File: src/rtl/core/mpc_pkg.sv
`timescale 1ns / 1ps
// ----------------------------------------------------------------------------
// Multiset permutation check package
// Shared control types for the count lanes, the merge stage and the top level.
// ----------------------------------------------------------------------------
package mpc_pkg;

  // Write controls for one count lane.
  typedef struct packed {
    logic inc_en;
    logic clr_en;
  } mpc_wr_ctrl_t;

  // What the merge stage reports for the pair it is processing.
  typedef struct packed {
    logic res_valid;
    logic same_multiset;
    logic count_overflow;
    logic sweep_req;
  } mpc_merge_t;

endpackage

File: src/rtl/core/mpc_merge.sv
`timescale 1ns / 1ps
// ----------------------------------------------------------------------------
// Merge stage
// Combines the counts of both lanes into differences, keeps the number of
// nonzero differences, the set length and the overflow flag, and forms the
// verdict on the last pair of a set.
// ----------------------------------------------------------------------------
module mpc_merge #(
  parameter int VALUE_BITS = 10,
  parameter int MAX_LENGTH = 65535,
  parameter int CNT_W      = 17
) (
  input  logic                     clk_i,
  input  logic                     rst_ni,
  input  logic                     s1_valid_i,
  input  logic                     s1_last_i,
  input  logic [VALUE_BITS-1:0]    s1_value_a_i,
  input  logic [VALUE_BITS-1:0]    s1_value_b_i,
  input  logic [CNT_W-1:0]         a_own_i,
  input  logic [CNT_W-1:0]         a_other_i,
  input  logic [CNT_W-1:0]         b_own_i,
  input  logic [CNT_W-1:0]         b_other_i,
  output logic                     inc_en_o,
  output mpc_pkg::mpc_merge_t      merge_o
);
  import mpc_pkg::*;

  localparam int PairW = $clog2(MAX_LENGTH + 1);
  localparam int NzW   = VALUE_BITS + 1;

  logic [NzW-1:0]   nz_q, nz_d;
  logic [PairW-1:0] pairs_q, pairs_d;
  logic             ovf_q, ovf_d;

  logic             ovf_now;
  logic             upd;
  logic [CNT_W-1:0] diff_a, diff_b;
  logic [1:0]       ups, downs;

  always_comb begin
    ovf_now  = (pairs_q == PairW'(MAX_LENGTH));
    upd      = s1_valid_i && !ovf_now && (s1_value_a_i != s1_value_b_i);
    diff_a   = a_own_i - b_other_i;
    diff_b   = a_other_i - b_own_i;
    ups      = 2'(diff_a == '0) + 2'(diff_b == '0);
    downs    = 2'(diff_a == '1) + 2'(diff_b == CNT_W'(1));
    nz_d     = upd ? (nz_q + NzW'(ups) - NzW'(downs)) : nz_q;
    ovf_d    = ovf_q | ovf_now;
    pairs_d  = ovf_now ? pairs_q : pairs_q + PairW'(1);
    inc_en_o = s1_valid_i && !ovf_now;

    merge_o.res_valid      = s1_valid_i && s1_last_i;
    merge_o.same_multiset  = (nz_d == '0) && !ovf_d;
    merge_o.count_overflow = ovf_d;
    merge_o.sweep_req      = (nz_d != '0);
  end

  always_ff @(posedge clk_i or negedge rst_ni) begin
    if (!rst_ni) begin
      nz_q    <= '0;
      pairs_q <= '0;
      ovf_q   <= 1'b0;
    end else if (s1_valid_i) begin
      if (s1_last_i) begin
        nz_q    <= '0;
        pairs_q <= '0;
        ovf_q   <= 1'b0;
      end else begin
        nz_q    <= nz_d;
        pairs_q <= pairs_d;
        ovf_q   <= ovf_d;
      end
    end
  end

endmodule

File: config.mk
export PLATFORM = sky130hd
export DESIGN_NAME = mpc_merge
export DESIGN_NICKNAME = d
export VERILOG_FILES = /design/src/rtl/core/mpc_pkg.sv /design/src/rtl/core/mpc_merge.sv
export SDC_FILE = /design/constraint.sdc
export NUM_CORES = 1
export LEC_CHECK = 0
export ABC_AREA = 1
export BUFFER_PORTS_ARGS = -buffer_cell sky130_fd_sc_hd__buf_2
export CORE_MARGIN = 2
export CORE_UTILIZATION = 40
export CTS_CLUSTER_SIZE = 8
export DETAILED_ROUTE_END_ITERATION = 16
export GPL_TIMING_DRIVEN = 0
export PLACE_DENSITY = 0.62
export SLEW_MARGIN = 20
export SYNTH_ARGS = -nofsm -noshare
export SYNTH_HDL_FRONTEND = slang
export SYNTH_SLANG_ARGS = --single-unit
export TNS_END_PERCENT = 50
File: constraint.sdc
create_clock -name clk_i -period 13.6 [get_ports clk_i]
set_clock_uncertainty 0.2 [all_clocks]
set_input_delay 1.36 -clock clk_i [delete_from_list [all_inputs] [get_ports clk_i]]
set_output_delay 1.36 -clock clk_i [all_outputs]
set_load 0.01 [all_outputs]
==> results of run 1 <==
==> worst register-to-register path, cell delays in order, from the launching register on <==
cell	delay [ps]
dfrtp_1	410
fa_1	420
ha_1	250
fa_1	410
nand2_1	90
nand2_1	90
nand3b_1	110
nand2_1	60
nand2_1	60
nand2_1	40
nand3_1	70
nand2_1	70
inv_2	50
o22ai_1	50
==> cell families (layout without fill, tap and decap cells) <==
kind of cell    Yosys count  after routing
flops                    28             28
simple gates            350            350
fa+ha+maj                49             49
compound gates           88             88
buf+inv                 137            237
xor+xnor                 36             36
==> flip-flops by register name, indices dropped and copies added, names as in the netlist <==
signal   flops
nz_q        11
ovf_q        1
pairs_q     16
==> cell type report <==
cell class / instances / area share
clock buffer: 4 / 0.0111
sequential: 28 / 0.142
multi-input combinational: 523 / 0.607
tap: 136 / 0.0344
inverter: 132 / 0.100
buffer: 5 / 0.00935
timing repair buffer: 96 / 0.0970
==> worst min path at each step <==
stage,startpoint,end,cells after the start
2_1_floorplan,pairs_q[10],pairs_q[10],1
3_3_place_gp,pairs_q[15],pairs_q[15],1
3_5_place_dp,pairs_q[10],pairs_q[10],1
4_1_cts,pairs_q[10],pairs_q[10],1
5_1_grt,pairs_q[15],pairs_q[15],1
6_report,pairs_q[10],pairs_q[10],1
==> power by group <==
group	internal, mW	switching, mW
logic	0.108	0.159
clock network	0.0260	0.0258
registers	0.0927	0.00798
total	0.227	0.193
==> synthesized netlist by cell type (4+ instances only) <==
| library cell | n | share of area |
|---|---|---|
| a21oi_1 | 41 | 0.048 |
| clkinv_1 | 6 | 0.0053 |
| dfrtp_1 | 28 | 0.17 |
| fa_1 | 5 | 0.024 |
| ha_1 | 44 | 0.13 |
| inv_1 | 118 | 0.10 |
| inv_2 | 8 | 0.0071 |
| nand2_1 | 187 | 0.17 |
| nand2_2 | 8 | 0.012 |
| nand3_1 | 43 | 0.051 |
| nand3b_1 | 12 | 0.021 |
| nand4_1 | 6 | 0.0088 |
| nor2_1 | 68 | 0.060 |
| nor2_2 | 5 | 0.0074 |
| nor3_1 | 9 | 0.011 |
| o21a_1 | 4 | 0.0071 |
| o21ai_0 | 6 | 0.0071 |
| o21ai_1 | 11 | 0.013 |
| o21bai_1 | 6 | 0.011 |
| o22ai_1 | 10 | 0.015 |
| xnor2_1 | 11 | 0.023 |
| xor2_1 | 25 | 0.052 |
==> routing by layer <==
layer,track usage,wire [µm],vias to the layer above
li1,-,-,2378
met3,0.0170,358,9
met4,0.0223,73,0
met1,0.207,4480,1919
met2,0.306,4450,93
met5,0,0,-
==> cell usage in the layout, fill, tap and decap left out, types with 2 or more instances in the layout <==
cell	instances
nand4_1	6
o21ai_0	6
or2_2	2
xor2_1	25
clkbuf_1	2
inv_2	8
a31oi_1	2
nor3_1	9
nor2_2	5
o21a_1	4
nand3b_1	12
dfrtp_1	28
clkbuf_8	4
ha_1	44
or2_1	3
xnor2_1	11
nand2_2	8
nand2_1	187
nand3_2	3
buf_2	96
nand3_1	43
inv_1	118
o31ai_1	3
o21ai_1	11
o21bai_1	6
fa_1	5
o22ai_1	10
nor2_1	68
clkinv_1	6
a21oi_1	41
==> metrics by stage <==
step,instances,util
after CTS,924,0.480
after global routing,924,0.480
final,924,0.480
after floorplan,688,-
after global placement,920,0.474
after detailed placement,920,0.474
==> out/metrics.yaml, run 1 <==
run_status:
  outcome: "complete, no violations"
worst_setup_path:
  crit_start: "a_other_i[0]"
  slowest_delay_ps: 530
  ff2ff_path_depth: 13
  slowest_stage: "fa_1"
  critPathBufInv: 6
  critPathMaxFanout: 3
  path_depth: 35
  crit_top_cell: "nand2_1"
  cp.required_ps: 12040
  r2r_slack_ps: 11080
  endpoint: "merge_o[2]"
  cp-start-kind: "primary input"
  path_class: "primary input to output pin"
  r2r-start: "nz_q[0]"
  crit_path_end_kind: "output pin"
  cp.arrival_ps: 5890
  critPathTopFamily: "adder cells"
  timing.rr.end: "nz_q[7]"
timing:
  finalMaxSlewViolations: 0
  whs_ps: 304
  layout_setup_ws_ps: 6150
  fmax_ghz: 0.134
  setup_viol_count_final: 0
  hold_violations: 0
  slew_headroom: 0.579
  tns_ps: 0
  worst_pin_slew_ps: 631
  rsz0062_at_grt: "false"
  min_period_ps: 7450
  min_period_over_period: 0.548
detailed_routing:
  drtPass1Iterations: 5
  drc_errors: 0
  vias: 4399
  drtIter0Drc: 118
  ant_nets: 0
  via_per_inst: 4.76
  wl_per_cell_um: 10.1
  routed_wl_um: 9360
synth:
  synth-adder-area-share: 0.153
  synth_edf_count: 0
  synth_ff_type: "dfrtp_1"
  synth_top_family_by_area: "simple AND/OR/NAND/NOR gates"
  ys_ff_latch: 28
  synthesis.area_um2: 4250
  syn_nets: 829
  synth_xor_area_frac: 0.0743
  async_reset_ff_frac: 1.00
  yosysSeqAreaShare: 0.165
  yosysWarningCount: 0
  synth_cell_type_count: 40
  syn_area_per_cell_um2: 6.17
  synth_cells: 688
  synthMuxAreaShare: 0
  yosys.area_share.simple: 0.361
  synth_compound_area_frac: 0.119
floorplanning:
  die_area_um2: 11500
  row_count: 37
  start_util: 0.411
  core_area_um2: 10300
  fp.dieH_um: 107
  die_w_um: 107
  io_pins: 97
clock_network:
  clk_path_buf_depth: 2
  clkLatencyLatePin_ps: 280
  numCtsBuffers: 3
  cts_tree: "built"
  postCtsHoldBufs: 0
  cts_resized: 0
  htree_levels: 1
  clockRootBuffer: "clkbuf_8"
  cts_setup_buffers: 0
  cts.sinks: 28
  clkTransAtPathRegs_ps: 90
layout:
  diodes: 0
  n_fill_cell: 1057
  final_net_count: 930
  area_growth_pct: 16.6
  drive_gt1_frac: 0.169
  ff_latch_area_um2: 701
  final_cell_area_um2: 4950
  multi_input_area_um2: 3000
global_routing:
  grt_pass1_vias: 4064
  grt_usage: 0.164
  grt-ovfl-total: 0
  grt_pass1_wl_um: 16200
  grt_max_degree: 29
  antenna_found_initial: 0
power_and_ir_drop:
  total_power_mw: 0.420
  power_density_nw_per_um2: 84.9
  peakVddDrop_uv: 38.1
  leakage_nw: 2.85
placement:
  post-place-ws_ps: 6120
  placed_area_um2: 4900
  io_buffer_count: 96
  dpl.hpwl_um: 7950
  gp_congestion: 0.870
hold_path:
  hold_class: "register to register"
flow_run:
  drv_cap: 0
(Power assumes the default switching activity.)
==> run 2, diff against run 1 <==
Settings changed: PLACE_DENSITY 0.62 to 0.64.
Clock period 13.6 ns to 6.8 ns, I/O delays scaled along.
==> out/metrics.yaml, run 2 (synthesized netlist as in run 1, its figures left out) <==
worst_setup_path:
  crit_path_end_kind: "output pin"
  cp.arrival_ps: 5240
  path_class: "primary input to output pin"
  critPathTopFamily: "adder cells"
  critPathMaxFanout: 3
  slowest_stage: "fa_1"
  critPathBufInv: 6
  slowest_delay_ps: 530
  crit_top_cell: "nand2_1"
  cp.required_ps: 5920
  cp-start-kind: "primary input"
layout:
  fin_util: 0.480
  layoutNonFillerInstCount: 924
  top_regs: "pairs_q: 16 flops, nz_q: 11 flops, ovf_q: 1 flops"
  drive_gt1_frac: 0.169
  top_register: "pairs_q"
  final_net_count: 930
  area_growth_pct: 16.6
  largest_reg_flops: 16
  layout_commonest_cell: "nand2_1"
  final_cell_mix: "nand2_1, inv_1, buf_2"
  diodes: 0
clock_network:
  cts_tree: "built"
  cts_setup_buffers: 0
  clkTransAtPathRegs_ps: 100
  clockRootBuffer: "clkbuf_8"
  clk_path_buf_depth: 2
  cts_resized: 0
  cts.sinks: 28
  clkLatencyLatePin_ps: 280
  htree_levels: 1
  postCtsHoldBufs: 0
  numCtsBuffers: 3
global_routing:
  antenna_found_initial: 0
  grt-ovfl-total: 0
  grt_max_degree: 29
  grt_pass1_wl_um: 16300
  grt_pass1_vias: 4089
  grt_usage: 0.167
floorplanning:
  row_count: 37
  core_area_um2: 10300
  start_util: 0.411
  die_w_um: 107
  die_area_um2: 11500
  io_pins: 97
  fp.dieH_um: 107
detailed_routing:
  vias: 4342
  drtIter0Drc: 86
  via_per_inst: 4.70
  wl_per_cell_um: 9.97
  drtPass1Iterations: 4
  ant_nets: 0
  routed_wl_um: 9210
  drc_errors: 0
placement:
  dp_cells: 920
  dpl.hpwl_um: 8030
  gp_congestion: 0.869
  io_buffer_count: 96
timing:
  slew_headroom: 0.582
  worst_pin_slew_ps: 627
  hold_violations: 0
  fmax_ghz: 0.163
  min_period_over_period: 0.900
  min_period_ps: 6120
  finalMaxSlewViolations: 0
  tns_ps: 0
  setup_viol_count_final: 0
  rsz0062_at_grt: "false"
power_and_ir_drop:
  peakVddDrop_uv: 79.4
  leakage_nw: 2.85
  power_density_nw_per_um2: 169
flow_run:
  drv_cap: 0
hold_path:
  hold_class: "primary input to async pin"
run_status:
  outcome: "complete, no violations"
## run 2: cell counts in the layout (fill, tap and decap cells not counted)
Identical to the previous run, type by type.
## run 2: metrics by stage
stage | hold slack [ps] | setup WS (ps) | total power [mW] | instance area [µm²]
6_report | 204 | 683 | 0.836 | 4950
5_1_grt | 248 | 176 | 0.938 | 4950
3_3_place_gp | 284 | 744 | 0.725 | 4900
4_1_cts | 229 | 648 | 0.844 | 4950
3_5_place_dp | 289 | 647 | 0.735 | 4900
2_1_floorplan | 184 | 1220 | 0.618 | 4250
## run 2: area by class of cell
| type | instances | area (µm²) |
|---|---|---|
| repair buffers | 96 | 480 |
| well taps | 136 | 170 |
| plain buffers | 5 | 46.3 |
| clock buffers | 4 | 55.1 |
| multi-input cells | 523 | 3000 |
| flip-flops and latches | 28 | 701 |
| inverters | 132 | 495 |
| fillers | 1106 | 5370 |
## run 2: path summary, 6_finish.rpt
| path | slack, ps | cells after the start | endpoint | startpoint |
|---|---|---|---|---|
| worst min register to register | 310 | 1 | pairs_q[15] | pairs_q[15] |
| worst max register to register | 4250 | 13 | nz_q[7] | nz_q[0] |
| worst min-delay path | 200 | 1 | nz_q[8] | rst_ni |
| max in group asynchronous | 5790 | 1 | pairs_q[11] | rst_ni |
| min in group clk_i | 310 | 1 | pairs_q[15] | pairs_q[15] |
| worst max-delay path | 680 | 35 | merge_o[2] | a_other_i[0] |
## run 2: per-layer routing
metal	up-vias	track usage	share of wire
met5	-	0	0
met4	0	0.0278	0.0080
met3	6	0.0158	0.039
met2	81	0.313	0.48
met1	1881	0.207	0.48
li1	2374	-	-
## run 2: worst register-to-register path, cell delays in order, from the launching register on
cell	delay [ps]
dfrtp_1	420
fa_1	430
ha_1	260
fa_1	420
nand2_1	80
nand2_1	80
nand3b_1	130
nand2_1	60
nand2_1	60
nand2_1	50
nand3_1	70
nand2_1	70
inv_2	50
o22ai_1	50
## run 2: power by group
part           internal [mW]  total [mW]  leakage (nW)  switching, mW
Combinational          0.216       0.531          2.44          0.315
Clock                 0.0519       0.104        0.0288         0.0525
Sequential             0.185       0.201         0.381         0.0157
Total                  0.454       0.836          2.85          0.383
==> run 3, diff against run 2 <==
Settings changed: MAX_ROUTING_LAYER set to met4.
==> out/metrics.yaml, run 3 (synthesized netlist as in run 1, its figures left out) <==
run_status:
  outcome: "complete, no violations"
hold_path:
  hold_class: "primary input to async pin"
placement:
  placed_area_um2: 4900
  io_buffer_count: 96
  post-place-ws_ps: 647
  dp_cells: 920
  dpl.hpwl_um: 8030
  gp_congestion: 0.883
timing:
  min_period_ps: 6120
  worst_pin_slew_ps: 627
  setup_viol_count_final: 0
  min_period_over_period: 0.900
  rsz0062_at_grt: "false"
  fmax_ghz: 0.163
  hold_violations: 0
  slew_headroom: 0.582
  finalMaxSlewViolations: 0
  tns_ps: 0
  layout_setup_ws_ps: 683
worst_setup_path:
  cp.required_ps: 5920
  crit_top_cell: "nand2_1"
  slowest_stage: "fa_1"
  cp.arrival_ps: 5240
  slowest_delay_ps: 530
  critPathMaxFanout: 3
  path_class: "primary input to output pin"
  critPathBufInv: 6
  crit_path_end_kind: "output pin"
  cp-start-kind: "primary input"
  critPathTopFamily: "adder cells"
clock_network:
  postCtsHoldBufs: 0
  cts_tree: "built"
  numCtsBuffers: 3
  cts_setup_buffers: 0
  clk_path_buf_depth: 2
  clockRootBuffer: "clkbuf_8"
  clkLatencyLatePin_ps: 280
  clkTransAtPathRegs_ps: 100
  cts.sinks: 28
  htree_levels: 1
  cts_resized: 0
flow_run:
  drv_cap: 0
layout:
  top_regs: "pairs_q: 16 flops, nz_q: 11 flops, ovf_q: 1 flops"
  diodes: 0
  top_register: "pairs_q"
  final_cell_area_um2: 4950
  layout_commonest_cell: "nand2_1"
  n_fill_cell: 1106
  fin_util: 0.480
  drive_gt1_frac: 0.169
  largest_reg_flops: 16
  ff_latch_area_um2: 701
  final_cell_mix: "nand2_1, inv_1, buf_2"
  layoutNonFillerInstCount: 924
  multi_input_area_um2: 3000
  area_growth_pct: 16.6
  final_net_count: 930
floorplanning:
  core_area_um2: 10300
  row_count: 37
  die_area_um2: 11500
  die_w_um: 107
  io_pins: 97
  start_util: 0.411
  fp.dieH_um: 107
detailed_routing:
  wl_per_cell_um: 9.97
  via_per_inst: 4.71
  drtIter0Drc: 84
  ant_nets: 0
  vias: 4349
  drtPass1Iterations: 4
  drc_errors: 0
  routed_wl_um: 9210
power_and_ir_drop:
  power_density_nw_per_um2: 169
  peakVddDrop_uv: 79.4
  leakage_nw: 2.85
global_routing:
  grt_pass1_wl_um: 16300
  antenna_found_initial: 0
  grt_pass1_vias: 4088
  grt_max_degree: 29
  grt-ovfl-total: 0
  grt_usage: 0.171
run 3: cell counts in the layout (fill, tap and decap cells not counted):
No cell type changed its count.
run 3: path summary, 6_finish.rpt:
| path | depth (start not counted) | slack [ps] | to | start |
|---|---|---|---|---|
| max | 35 | 680 | merge_o[2] | a_other_i[0] |
| min | 1 | 210 | nz_q[8] | rst_ni |
| max reg2reg | 13 | 4250 | nz_q[7] | nz_q[0] |
| min reg2reg | 1 | 310 | pairs_q[15] | pairs_q[15] |
| max in group asynchronous | 1 | 5780 | pairs_q[11] | rst_ni |
| min in group clk_i | 1 | 310 | pairs_q[15] | pairs_q[15] |
run 3: layer usage:
layer	vias up	GRT usage	routed length [µm]
met3	7	0.0140	327
met2	81	0.313	4370
met5	-	-	0
li1	2374	-	-
met4	0	0.0278	80
met1	1887	0.208	4430
run 3: cell type report:
| type | instances | share of cell area |
|---|---|---|
| repair buffers | 96 | 0.0970 |
| plain buffers | 5 | 0.00935 |
| clock buffers | 4 | 0.0111 |
| well taps | 136 | 0.0344 |
| multi-input cells | 523 | 0.607 |
| inverters | 132 | 0.100 |
| flip-flops and latches | 28 | 0.142 |
run 3: report_power, final:
group	switching (mW)	internal (mW)
sequential	0.0157	0.185
clock	0.0521	0.0519
combinational	0.315	0.216
total	0.382	0.454
run 3: through the flow:
stage / hold slack, ps / power [mW]
5_1_grt: 248 / 0.938
3_5_place_dp: 289 / 0.735
2_1_floorplan: 184 / 0.618
4_1_cts: 229 / 0.844
6_report: 206 / 0.836
3_3_place_gp: 284 / 0.725
